<file path="src/hw/rtl/skt_pkg.sv">
// ----------------------------------------------------------------------------
// skt_pkg
// shared types and sizes for the sorted key table and its cell row
// ----------------------------------------------------------------------------
package skt_pkg;

  localparam int CAPACITY = 64;
  localparam int KEY_W    = 32;
  localparam int PAY_W    = 32;
  localparam int IDX_W    = $clog2(CAPACITY);
  localparam int CNT_W    = $clog2(CAPACITY + 1);

  typedef enum logic [1:0] {
    CMD_SEARCH = 2'd0,
    CMD_INSERT = 2'd1,
    CMD_REMOVE = 2'd2,
    CMD_NOP    = 2'd3
  } cmd_t;

  typedef enum logic [1:0] {
    ST_OK   = 2'd0,
    ST_MISS = 2'd1,
    ST_FULL = 2'd2
  } status_t;

  // broadcast write enables for the whole row
  typedef struct packed {
    logic ins_en;
    logic rem_en;
  } cell_ctl_t;

  // raw compare flags of one cell, seen by its neighbors
  typedef struct packed {
    logic le;
    logic ge;
    logic eq;
  } cell_flags_t;

  // boundary hits of one cell, gathered by the top level
  typedef struct packed {
    logic floor;
    logic match;
    logic gap;
  } cell_hits_t;

endpackage

</file>
<file path="src/hw/rtl/skt_cell.sv">
// ----------------------------------------------------------------------------
// skt_cell
// one table slot: holds a key and payload, compares against the broadcast
// key and shifts to or from its neighbors on insert and remove
// ----------------------------------------------------------------------------
module skt_cell (
  input  logic                       clk,
  input  skt_pkg::cell_ctl_t         ctl,
  input  logic [skt_pkg::KEY_W-1:0]  srch_key,
  input  logic [skt_pkg::PAY_W-1:0]  new_pay,
  input  logic                       occ,
  input  logic                       tail,
  input  skt_pkg::cell_flags_t       lo_flags,
  input  skt_pkg::cell_flags_t       hi_flags,
  input  logic [skt_pkg::KEY_W-1:0]  lo_key,
  input  logic [skt_pkg::PAY_W-1:0]  lo_pay,
  input  logic [skt_pkg::KEY_W-1:0]  hi_key,
  input  logic [skt_pkg::PAY_W-1:0]  hi_pay,
  output skt_pkg::cell_flags_t       flags,
  output skt_pkg::cell_hits_t        hits,
  output logic [skt_pkg::KEY_W-1:0]  key_q,
  output logic [skt_pkg::PAY_W-1:0]  pay_q
);
  import skt_pkg::*;

  logic [KEY_W-1:0] key_r, key_nxt;
  logic [PAY_W-1:0] pay_r, pay_nxt;
  logic             wr_en;

  always_comb begin
    flags.le = occ && (key_r <= srch_key);
    flags.ge = occ && (key_r >= srch_key);
    flags.eq = occ && (key_r == srch_key);
    // last key not above the search key
    hits.floor = flags.le && !hi_flags.le;
    // first equal key
    hits.match = flags.eq && !lo_flags.eq;
    // insert lands here: first key not below, or the free slot past the end
    hits.gap = (tail || flags.ge) && !lo_flags.ge;
  end

  always_comb begin
    wr_en   = 1'b0;
    key_nxt = key_r;
    pay_nxt = pay_r;
    if (ctl.ins_en && lo_flags.ge) begin
      wr_en   = 1'b1;
      key_nxt = lo_key;
      pay_nxt = lo_pay;
    end else if (ctl.ins_en && hits.gap) begin
      wr_en   = 1'b1;
      key_nxt = srch_key;
      pay_nxt = new_pay;
    end else if (ctl.rem_en && flags.ge) begin
      wr_en   = 1'b1;
      key_nxt = hi_key;
      pay_nxt = hi_pay;
    end
  end

  always_ff @(posedge clk) begin
    if (wr_en) begin
      key_r <= key_nxt;
      pay_r <= pay_nxt;
    end
  end

  assign key_q = key_r;
  assign pay_q = pay_r;

endmodule

</file>
<file path="config.mk">
export PLATFORM = sky130hd
export DESIGN_NAME = skt_cell
export DESIGN_NICKNAME = d
export VERILOG_FILES = /design/src/hw/rtl/skt_pkg.sv /design/src/hw/rtl/skt_cell.sv
export SDC_FILE = /design/constraint.sdc
export NUM_CORES = 1
export LEC_CHECK = 0
export ABC_AREA = 1
export BUFFER_PORTS_ARGS = -buffer_cell sky130_fd_sc_hd__buf_2
export CAP_MARGIN = 20
export CORE_MARGIN = 4
export CORE_UTILIZATION = 40
export DETAILED_ROUTE_END_ITERATION = 12
export PLACE_DENSITY = 0.73
export SYNTH_ARGS = -nofsm -noshare
export SYNTH_HDL_FRONTEND = slang
export SYNTH_SLANG_ARGS = --single-unit
export TNS_END_PERCENT = 10
</file>
<file path="constraint.sdc">
create_clock -name clk -period 10.3 [get_ports clk]
set_input_delay 0 -clock clk [delete_from_list [all_inputs] [get_ports clk]]
set_output_delay 0 -clock clk [all_outputs]
set_load 0.02 [all_outputs]
</file>
; Word-level counts from Yosys, hierarchy flattened
; Index checks and enable logic that the tools add are counted.
[classes]
order_cmp = 2
n_eq_ne = 1
muxes = 9
n_reduce_logical = 15
[op_table]
columns = op, n
row1 = 32-bit two-way mux, 6
row2 = 32-bit == test, 1
row3 = 32-bit >= comparator, 1
row4 = 32-bit <= comparator, 1
row5 = 1-bit logical AND, 9
row6 = 1-bit zero test, 3
row7 = 1-bit two-way mux, 3
row8 = 3-bit nonzero test, 1
row9 = 2-bit AND reduction, 1
row10 = 1-bit logical OR, 1
[word_totals]
reg_bits = 64
in_bits = 203
output_inout_bits = 70
elab_cells = 29

; Longest topological paths before layout
; Gate-level depths: netlist (run 1).
[depth]
depth_word = 8
depth_mapped = 20
mapped_depth_nobuf = 18

; Worst setup path after synthesis (run 1)
; OpenSTA, ideal clock, no wires.
[synth_path]
path_kind = reg-to-reg
start = register key_r[21] (netlist: key_q[21])
end = register key_r[0] (netlist: key_q[0]), enable pin
setup_time_ns = 0.852
arrival_ns = 3.321
t_required_ns = 9.448
path_slack_ns = 6.127
stages_incl_launch_ff = 14
path_buffers = 2
period_less_slack_ns = 4.173
path_cell_list = edfxtp_1 > ha_1 > a21oi_1 > nor2_1 > nor2_1 > nand3_1 > a21oi_1 > nand2_1 > nand2_2 > nand3_2 > nand3_2 > buf_6 > buf_6 > nand3_1
[synth_between]
elab_chain_len = 8
elab_cells_between_ends = 11
cone_classes = 1 x order compare / 3 x mux / 7 x reduce/logical
[synth_lines]
columns = element, line_no
row1 = "start, declared", skt_cell.sv:26  ; logic [KEY_W-1:0] key_r, key_nxt;
row2 = "start signal, assigned", skt_cell.sv:63  ; key_r <= key_nxt;
row3 = 32-bit >= comparator *, skt_cell.sv:32  ; flags.ge = occ && (key_r >= srch_key);
row4 = 1-bit logical AND *, skt_cell.sv:32
row5 = 1-bit logical OR, skt_cell.sv:39  ; hits.gap = (tail || flags.ge) && !lo_flags.ge;
row6 = 1-bit logical AND, skt_cell.sv:39
row7 = 1-bit logical AND, skt_cell.sv:50  ; end else if (ctl.ins_en && hits.gap) begin
row8 = 1-bit two-way mux, skt_cell.sv:50
row9 = 1-bit two-way mux, skt_cell.sv:46  ; if (ctl.ins_en && lo_flags.ge) begin
row10 = 2-bit AND reduction (no line) *, n/a
; Every way passes the cells marked *; elsewhere a longest branch is shown, timed or not.
; A chain may end at the register's enable or synchronous reset.

; Worst setup path after layout (run 1)
[layout_path]
start = register key_r[3] (netlist: key_q[3])
end = register key_r[7] (netlist: key_q[7]), enable pin
; Same word-level chain as after synthesis.

==> results of run 1 <==
==> cells by family after synthesis <==
family,after synthesis,share of synthesized area
AND/OR/NAND/NOR,318,0.3886
buffers and inverters,86,0.08762
flip-flops,64,0.4154
adder cells (fa/ha/maj),32,0.08653
AO/OA/AOI/OAI,19,0.02191
==> worst max-delay path, cell delays in order, from the launching register on <==
cell	delay, ps
edfxtp_1	400
ha_1	320
nand2_1	50
inv_1	60
nand4_1	90
nor3_1	270
and3_4	270
inv_2	70
nand3_2	70
buf_4	570
nand3_4	420
buf_16	350
nand3_4	680
==> power by group through the flow <==
stage | logic, mW | clock network, mW | registers [mW]
6_report | 0.298 | 0.292 | 0.341
5_1_grt | 0.323 | 0.309 | 0.343
4_1_cts | 0.292 | 0.298 | 0.341
3_5_place_dp | 0.247 | 0 | 0.345
3_3_place_gp | 0.240 | 0 | 0.344
2_1_floorplan | 0.112 | 0 | 0.383
==> metal layers <==
layer / track usage / vias to the layer above / part of all wire
li1: - / 2576 / -
met1: 0.2658 / 2542 / 0.37
met2: 0.4402 / 327 / 0.51
met3: 0.05901 / 53 / 0.095
met4: 0.1182 / 0 / 0.032
met5: 0 / - / 0
==> stage by stage <==
stage                     worst slack [ps]  std cells  hold WS [ps]
final                                 6216       1019         10.26
after global routing                  5959       1018         10.19
after CTS                             5545       1016      0.002887
after detailed placement              5562        893         251.1
after global placement                5705        893         248.5
after floorplan                       6127        519         76.58
==> how the worst max path moves through the flow <==
| stage | startpoint | end | cells past startpoint |
|---|---|---|---|
| floorplan | key_q[21] | key_q[0] | 13 |
| global placement | key_q[3] | key_q[2] | 11 |
| detailed placement | key_q[3] | pay_q[24] | 11 |
| CTS | key_q[3] | pay_q[24] | 11 |
| global route | key_q[3] | key_q[7] | 12 |
| finish | key_q[3] | key_q[7] | 12 |
==> flip-flops by register name, summed over array words and instances (netlist names) <==
register  flops
key_q        32
pay_q        32
==> cell type report <==
type | instances | area share
clock buffers | 10 | 0.03109
well taps | 143 | 0.02429
diodes | 1 | 0.0003397
clock inverters | 6 | 0.006795
flip-flops and latches | 64 | 0.2609
repair buffers | 381 | 0.3377
multi-input cells | 369 | 0.3160
inverters | 45 | 0.02293
==> repair_timing <==
action / 4_1_cts / 5_1_grt
hold buffers: 107 / 0
setup endpoints to repair: 0 / 0
endpoints found under the hold margin: 62 / 0
==> Yosys cell counts, drive strengths merged <==
cell type / number
a31oi: 1
nand3: 134
edfxtp: 64
nor2: 11
a21o: 1
buf: 22
ha: 32
and3: 1
a21oi: 14
nand2: 104
nand4: 67
nor3: 1
clkbuf: 19
inv: 45
o21a: 1
o21ai: 2
==> placed cells by master, fill, tap and decap left out, types with 3 or more instances in the layout <==
master         count
ha_1              32
buf_4              3
nand2_1          102
dlygate4sd3_1    107
a21oi_1           14
clkinv_1           4
nand3_2           50
nor2_1            10
edfxtp_1          64
clkbuf_16          9
buf_2            269
inv_1             42
inv_2              3
nand3_1           82
nand4_1           67
==> out/qor.txt, run 1 <==
status: finished clean
Syn Inst Count: 519
post-layout util: 0.6478
Top-Level Pins: 273
Reg-to-Reg End: key_q[7]
Die Width: 115.6 um
Core Box Area: 0.01137 mm2
worst-skew pair later-pin latency: 320 ps
Final nets: 1,105
placed cell areas: 0.005966 mm2
hold path depth: 3
Power, Total: 931.0 uW
FP Rows: 39
Sw Pwr: 288.9 uW
Num CTS Buffers: 9
Synth cell types: 23
DRT iter0 DRCs: 366
GR Util All Layers: 0.2434
detailed-route via count: 5,498
initial core utilization: 0.4070
Hold Crit Class: input pin to flip-flop
Internal Power: 642.1 uW
PortBufs: 269
GR Overflow Total: 0
Synth Area per Inst: 8.915 um2
Worst-path clk slew: 60 ps
register area share after synthesis: 0.4154
# resized after CTS: 0
Filler cells: 907
setup bufs post-CTS: 0
Multi-input gate area: 0.002327 mm2
Syn-to-layout area delta: 59.19%
switch share: 0.3103
worst-margin pin slew: 1103 ps
Hold Startpoint: hi_key[19]
Reg2Reg Depth: 12
largest net degree at the start of global routing: 67
endpoint type of the worst setup path: flip-flop
post-synthesis cell type with the largest combined area: edfxtp_1
Hold Path Sink: key_q[19]
CP max FO: 65
syn_nets: 754
Power Density: 126.4 mW/mm2
Slew Viols, Final: 0
fmax: 244.8 MHz
Root Buffer Master: clkbuf_16
vias per std cell: 5.395
largest cells by area after synthesis: edfxtp_1 42%, nand3_2 11%, nand4_1 9.1%, nand3_1 9.0%, ha_1 8.7%
Clock Skews: 10.76 ps
Fin. Hold Viols: 0
initial antenna violation count: 0
#FFs+latches synth: 64
Final period util: 0.3965
unrepaired setup endpoints after global routing: false
Synth top area share: 0.4154
final WL: 17,250 um
hpwl dp: 10,910 um
Routed Antenna Nets: 0
# DRC: 0
Clock Sinks: 64
die height: 115.6 um
clk buf depth: 2
CTS tree: done
storage element area: 0.001922 mm2
Setup CP Type: flip-flop to flip-flop
final critical-path required period: 4084 ps
layout cells sized above 1: 0.3931
first drt pass iteration count: 5
synthesized area: 0.004627 mm2
H-tree levels: 3
Combinational Power Share: 0.321
Pleak: 3.658 nW
first-pass GRT wire length: 25,880 um
routability cong.: 0.8745
Max IR drop VDD: 0.06528 mV
setup_tns: 0 ps
Critical Path AT: 4020 ps
Yosys warnings: 0
Max Cap Violations: 0
R2R Setup Slk: 6220 ps
fin area: 0.007366 mm2
CP required: 10,240 ps
Clk pwr share: 0.314
Die ar.: 0.01335 mm2
drt wl/cell: 16.92 um
CP startpoint kind: flip-flop
vias in the first global route: 5,523
R2R Path Start: key_q[3]
final setup fails: 0
Flop pwr share: 0.366
Slew HR: 0.2639
(Power assumes the default switching activity.)
==> inputs of run 2 (changes only) <==
--- a/config.mk
+++ b/config.mk
@@ -11,7 +11,7 @@
 export CORE_MARGIN = 4
 export CORE_UTILIZATION = 40
 export DETAILED_ROUTE_END_ITERATION = 12
-export PLACE_DENSITY = 0.73
+export PLACE_DENSITY = 0.75
 export SYNTH_ARGS = -nofsm -noshare
 export SYNTH_HDL_FRONTEND = slang
 export SYNTH_SLANG_ARGS = --single-unit
==> constraint.sdc (replaced) <==
create_clock -name clk -period 3.61 [get_ports clk]
set_input_delay 0 -clock clk [delete_from_list [all_inputs] [get_ports clk]]
set_output_delay 0 -clock clk [all_outputs]
set_load 0.02 [all_outputs]
==> run 2 against run 1 <==
Net effect:
- die area is the same
- fmax grew 24%
- power grew to 2.9 times the previous value
- clock-buffer cell count grew 1
- via count shrank 0.16%
- setup slack lost 5900 ps
- flip-flop and latch count is the same
- critical path type unchanged
- largest cell class unchanged
- largest power group unchanged
- highest routed layer unchanged
==> out/qor.txt, run 2 (same netlist as run 1, synthesis figures left out) <==
status: finished clean (unchanged)
Syn-to-layout area delta: 60.33% (was 59.19%)
Max Cap Violations: 0 (unchanged)
GR met3 Demand/Resource: 0.06214 (was 0.05901)
vias in the first global route: 5,491 (was 5,523)
unrepaired setup endpoints after global routing: false (unchanged)
GR Overflow Total: 0 (unchanged)
worst-margin pin slew: 752.4 ps (was 1103 ps)
Hold Crit Class: input pin to flip-flop (unchanged)
largest net degree at the start of global routing: 66 (was 67)
GR Util All Layers: 0.2485 (was 0.2434)
Die Width: 115.6 um (unchanged)
Filler cells: 893 (was 907)
slack of the critical path: 318.1 ps (was 6216 ps)
Max IR drop VDD: 0.2114 mV (was 0.06528 mV)
Die ar.: 0.01335 mm2 (unchanged)
initial antenna violation count: 1 (was 0)
Final period util: 0.9119 (was 0.3965)
PortBufs: 269 (unchanged)
Clock Sinks: 64 (unchanged)
Top-Level Pins: 273 (unchanged)
# DRC: 0 (unchanged)
drt wl/cell: 16.82 um (was 16.92 um)
Routed Antenna Nets: 0 (unchanged)
clk buf depth: 2 (unchanged)
CP required: 3800 ps (was 10,240 ps)
final critical-path required period: 3292 ps (was 4084 ps)
FP Rows: 39 (unchanged)
fmax: 303.8 MHz (was 244.8 MHz)
commonest non-fill, non-tap cell in the layout: buf_2 (unchanged)
H-tree levels: 3 (unchanged)
pre-CTS setup slack: 705.6 ps (was 5562 ps)
final setup fails: 0 (unchanged)
worst-skew pair later-pin latency: 320 ps (about the same)
setup bufs post-CTS: 0 (unchanged)
Num CTS Buffers: 9 (unchanged)
Worst-path clk slew: 50 ps (was 60 ps)
Slew Viols, Final: 0 (unchanged)
setup_tns: 0 ps (unchanged)
highest-count cells in the layout ignoring fill and taps: 269 x buf_2, 111 x dlygate4sd3_1, 102 x nand2_1 (was 269 x buf_2, 107 x dlygate4sd3_1, 102 x nand2_1)
Core Box Area: 0.01137 mm2 (unchanged)
routability cong.: 0.8202 (was 0.8745)
initial core utilization: 0.4070 (unchanged)
DRT iter0 DRCs: 380 (was 366)
Clock Skews: 6.815 ps (was 10.76 ps)
first-pass GRT wire length: 25,970 um (was 25,880 um)
Pleak: 3.684 nW (was 3.658 nW)
Fin. Hold Viols: 0 (unchanged)
CP max FO: 64 (was 65)
layout cells sized above 1: 0.3939 (was 0.3931)
met1 Resource Use GR: 0.2681 (was 0.2658)
CTS tree: done (unchanged)
global route hottest layer: met2 (unchanged)
Slew HR: 0.4984 (was 0.2639)
Setup CP Type: flip-flop to flip-flop (unchanged)
Root Buffer Master: clkbuf_16 (unchanged)
vias per std cell: 5.355 (was 5.395)
endpoint type of the worst setup path: flip-flop (unchanged)
routing usage on met2: 0.4383 (was 0.4402)
Final nets: 1,111 (was 1,105)
final WL: 17,240 um (was 17,250 um)
detailed-route via count: 5,489 (was 5,498)
Power Density: 358.8 mW/mm2 (was 126.4 mW/mm2)
Critical Path AT: 3480 ps (was 4020 ps)
first drt pass iteration count: 5 (unchanged)
CP startpoint kind: flip-flop (unchanged)
hpwl dp: 10,950 um (was 10,910 um)
die height: 115.6 um (unchanged)
[run 2: changes by cell type in the layout (fill, tap and decap cells not counted)]
cell	before	now
dlygate4sd3_1	107	111
buf_4	3	4
buf_6	0	1
clkinv_1	4	2
clkinv_2	1	2
clkbuf_1	1	2
buf_16	1	0
buf_12	1	2
[run 2: per-layer routing]
| metal | wire length, um | vias up |
|---|---|---|
| li1 | - | 2585 |
| met1 | 6043 | 2481 |
| met2 | 8692 | 356 |
| met3 | 1724 | 67 |
| met4 | 782 | 0 |
| met5 | 0 | - |
[run 2: what timing repair did]
| item | 4_1_cts | 5_1_grt |
|---|---|---|
| resized for setup | 0 | 1 |
| hold buffers | 111 | 0 |
| endpoints found under the hold margin | 61 | 0 |
| setup endpoints to repair | 0 | 18 |
[run 2: where the power goes]
part | total, mW | internal, mW | switching (mW)
sequential | 0.967 | 0.935 | 0.0315
combinational | 0.865 | 0.380 | 0.485
clock | 0.830 | 0.527 | 0.302
total | 2.66 | 1.84 | 0.819
[run 2: final cells by class]
cell class | instances | area (um2) | share of cell area
inverters | 45 | 168.9 | 0.02277
clock inverters | 5 | 47.55 | 0.006409
clock buffers | 11 | 232.7 | 0.03137
diodes | 1 | 2.502 | 0.0003373
flip-flops and latches | 64 | 1922 | 0.2591
repair buffers | 387 | 2539 | 0.3422
multi-input cells | 369 | 2327 | 0.3137
well taps | 143 | 178.9 | 0.02412
[run 2: critical path, stage by stage (launching register included)]
cell and delay, ps:
edfxtp_1 410, ha_1 310, a21oi_1 150, nor2_1 50
nor2_1 80, nand3_1 70, a21oi_1 230, nand2_1 100
nand2_2 90, nand3_2 100, nand3_4 90, buf_6 520
nand3_1 210, nand3_1 120, dlygate4sd3_1 540
[run 2: stage by stage]
step / instances / utilization / power (mW) / hold WS, ps / cell area [um2]
floorplan: 519 / - / 1.411 / 76.58 / 4632
global placement: 896 / 0.5278 / 1.685 / 249.8 / 6001
detailed placement: 896 / 0.5278 / 1.698 / 250.2 / 6001
CTS: 1023 / 0.6502 / 2.664 / 0.8423 / 7392
global route: 1025 / 0.6525 / 2.797 / 6.326 / 7418
finish: 1025 / 0.6525 / 2.662 / 6.517 / 7418
[run 2: worst paths after layout]
check,startpoint,end,slack [ps],depth (start not counted)
worst min-delay path,hi_key[20],key_q[20],7,3
worst max-delay path,key_q[21],pay_q[1],320,14
worst min register to register,key_q[22],key_q[18],1600,9
worst max register to register,key_q[21],pay_q[1],320,14
==> inputs of run 3 (changes only) <==
--- a/config.mk
+++ b/config.mk
@@ -11,6 +11,7 @@
 export CORE_MARGIN = 4
 export CORE_UTILIZATION = 40
 export DETAILED_ROUTE_END_ITERATION = 12
+export GPL_TIMING_DRIVEN = 0
 export PLACE_DENSITY = 0.75
 export SYNTH_ARGS = -nofsm -noshare
 export SYNTH_HDL_FRONTEND = slang
==> run 3 against run 2 <==
Net effect:
- global-route usage increased by 1.6 points
- cell count rose by 4.4%
- largest power group unchanged
- critical path depth did not move
- flip-flop and latch count stayed put
==> out/qor.txt, run 3 (same netlist as run 1, synthesis figures left out) <==
Clock Sinks: 64 (unchanged)
die height: 115.6 um (unchanged)
GR Overflow Total: 0 (unchanged)
CP max stage delay: 400 ps (was 540 ps)
layout cells sized above 1: 0.3877 (was 0.3939)
Root Buffer Master: clkbuf_16 (unchanged)
# hold bufs at CTS: 122 (was 111)
Reg2Reg Depth: 14 (unchanged)
Worst-path clk slew: 50 ps (about the same)
vias in the first global route: 5,685 (was 5,491)
CP Cell Sequence: ha_1, a21oi_1, o21ai_0, nand2_1, nand2_1, a21oi_1, nand2_1, nand2_2, nand3_2, nand3_2, buf_6, buf_6, nand3_4, buf_12 (was ha_1, a21oi_1, nor2_1, nor2_1, nand3_1, a21oi_1, nand2_1, nand2_2, nand3_2, nand3_4, buf_6, nand3_1, nand3_1, dlygate4sd3_1)
H-tree levels: 3 (unchanged)
Combinational Power Share: 0.334 (was 0.325)
CP startpoint kind: flip-flop (unchanged)
CP required: 3670 ps (was 3800 ps)
Routed Antenna Nets: 0 (unchanged)
R2R Path Start: key_q[25] (was key_q[21])
Pleak: 3.809 nW (was 3.684 nW)
PortBufs: 269 (unchanged)
final critical-path required period: 3045 ps (was 3292 ps)
first drt pass iteration count: 4 (was 5)
Fin. Hold Viols: 0 (unchanged)
drt wl/cell: 17.03 um (was 16.82 um)
switch share: 0.3094 (was 0.3076)
Die Width: 115.6 um (unchanged)
Power Density: 352.4 mW/mm2 (was 358.8 mW/mm2)
Setup CP Type: flip-flop to flip-flop (unchanged)
commonest non-fill, non-tap cell in the layout: buf_2 (unchanged)
initial core utilization: 0.4070 (unchanged)
final WL: 18,220 um (was 17,240 um)
# DRC: 0 (unchanged)
Die ar.: 0.01335 mm2 (unchanged)
endpoint type of the worst setup path: flip-flop (unchanged)
# resized after CTS: 0 (unchanged)
CTS tree: done (unchanged)
most frequent CP cell: nand2_1 (was nand3_1)
Flop pwr share: 0.358 (was 0.363)
Num CTS Buffers: 9 (unchanged)
Hold Crit Class: input pin to flip-flop (unchanged)
Filler cells: 874 (was 893)
final setup fails: 0 (unchanged)
slack of the critical path: 565.3 ps (was 318.1 ps)
Final period util: 0.8434 (was 0.9119)
hpwl dp: 12,470 um (was 10,950 um)
DRT iter0 DRCs: 307 (was 380)
Critical Path AT: 3100 ps (was 3480 ps)
vias per std cell: 5.256 (was 5.355)
Slew Viols, Final: 0 (unchanged)
Reg-to-Reg End: pay_q[7] (was pay_q[1])
setup bufs post-CTS: 0 (unchanged)
CP max stage cell: edfxtp_1 (was dlygate4sd3_1)
first-pass GRT wire length: 27,400 um (was 25,970 um)
Clk pwr share: 0.308 (was 0.312)
Max IR drop VDD: 0.1880 mV (was 0.2114 mV)
pre-CTS setup slack: 493.2 ps (was 705.6 ps)
Slew HR: 0.5747 (was 0.4984)
Power, Total: 2.709 mW (was 2.662 mW)
WP depth: 14 (unchanged)
worst-skew pair later-pin latency: 330 ps (was 320 ps)
Internal Power: 1.871 mW (was 1.843 mW)
Top-Level Pins: 273 (unchanged)
initial antenna violation count: 0 (was 1)
placed cell areas: 0.006185 mm2 (was 0.006001 mm2)
status: finished clean (unchanged)
Final nets: 1,157 (was 1,111)
R2R Setup Slk: 570 ps (was 320 ps)
highest-count cells in the layout ignoring fill and taps: 275 x buf_2, 122 x dlygate4sd3_1, 103 x nand2_1 (was 269 x buf_2, 111 x dlygate4sd3_1, 102 x nand2_1)
Setup crit start: key_q[25] (was key_q[21])
worst-margin pin slew: 638.0 ps (was 752.4 ps)
Largest delay share family, worst path: simple AND/OR/NAND/NOR gates (was buffers and inverters)
unrepaired setup endpoints after global routing: false (unchanged)
Max Cap Violations: 0 (unchanged)
Syn-to-layout area delta: 66.12% (was 60.33%)
CP endpoint: pay_q[7] (was pay_q[1])
fin area: 0.007686 mm2 (was 0.007418 mm2)
FP Rows: 39 (unchanged)
Clock Skews: 5.187 ps (was 6.815 ps)
clk buf depth: 2 (unchanged)
CP max FO: 43 (was 64)
fmax: 328.4 MHz (was 303.8 MHz)
Sw Pwr: 837.9 uW (was 818.8 uW)
Core Box Area: 0.01137 mm2 (unchanged)
largest net degree at the start of global routing: 44 (was 66)
routability cong.: 0.8769 (was 0.8202)
Buf/Inv on CP: 3 (was 2)
GR Util All Layers: 0.2648 (was 0.2485)
detailed-route via count: 5,624 (was 5,489)
==> run 3: cell count changes in the layout (fill, tap and decap cells not counted), moves of 2 or more <==
cell and change:
clkbuf_1 +18, dlygate4sd3_1 +11, buf_2 +6, buf_6 +6, buf_1 +3, buf_4 +2
==> run 3: metal layers <==
metal	GRT usage	share of wire	routed length, um
met3	0.05431	0.078	1424
met2	0.4660	0.50	9143
met5	0	0	0
met4	0.1330	0.039	704
met1	0.3048	0.38	6944
==> run 3: power by group through the flow <==
stage	Combinational [mW]	Sequential [mW]	Clock, mW
2_1_floorplan	0.320	1.09	0
6_report	0.906	0.969	0.834
5_1_grt	0.987	0.976	0.881
3_3_place_gp	0.724	0.984	0
3_5_place_dp	0.739	0.983	0
4_1_cts	0.890	0.968	0.846
==> run 3: metrics by stage <==
stage | instances | util | hold slack (ps) | setup TNS (ps)
after detailed placement | 932 | 0.5440 | 250.0 | 0
final | 1070 | 0.6760 | 10.90 | 0
after floorplan | 519 | - | 76.58 | 0
after CTS | 1069 | 0.6758 | 4.620 | 0
after global routing | 1069 | 0.6758 | 10.03 | 0
after global placement | 931 | 0.5415 | 250.4 | -34540
==> run 3: how the worst min path moves through the flow <==
stage,slack [ps],endpoint,startpoint,cells past startpoint
after floorplan,80,hits[0],lo_flags[1],1
after global placement,250,hits[2],hi_flags[2],3
after detailed placement,250,hits[2],hi_flags[2],3
after CTS,5,key_q[1],hi_key[1],3
after global routing,10,key_q[25],hi_key[25],3
final,10,key_q[25],hi_key[25],3
==> run 3: final cells by class <==
type,count,area [um2],area share
timing repair buffer,392,2587,0.3366
inverter,45,168.9,0.02198
antenna,1,2.502,0.0003256
buffer,41,236.5,0.03077
clock buffer,10,229.0,0.02979
sequential,64,1922,0.2500
tap,143,178.9,0.02328
clock inverter,5,48.80,0.006349
multi-input combinational,369,2312,0.3008
==> run 3: worst reg2reg max path, delay by kind of cell, from the launching register on <==
family | cells | cell delay [ps]
AND/OR/NAND/NOR | 7 | 860
buffers and inverters | 3 | 700
AO/OA/AOI/OAI | 3 | 460
flip-flops | 1 | 400
adder cells (fa/ha/maj) | 1 | 320
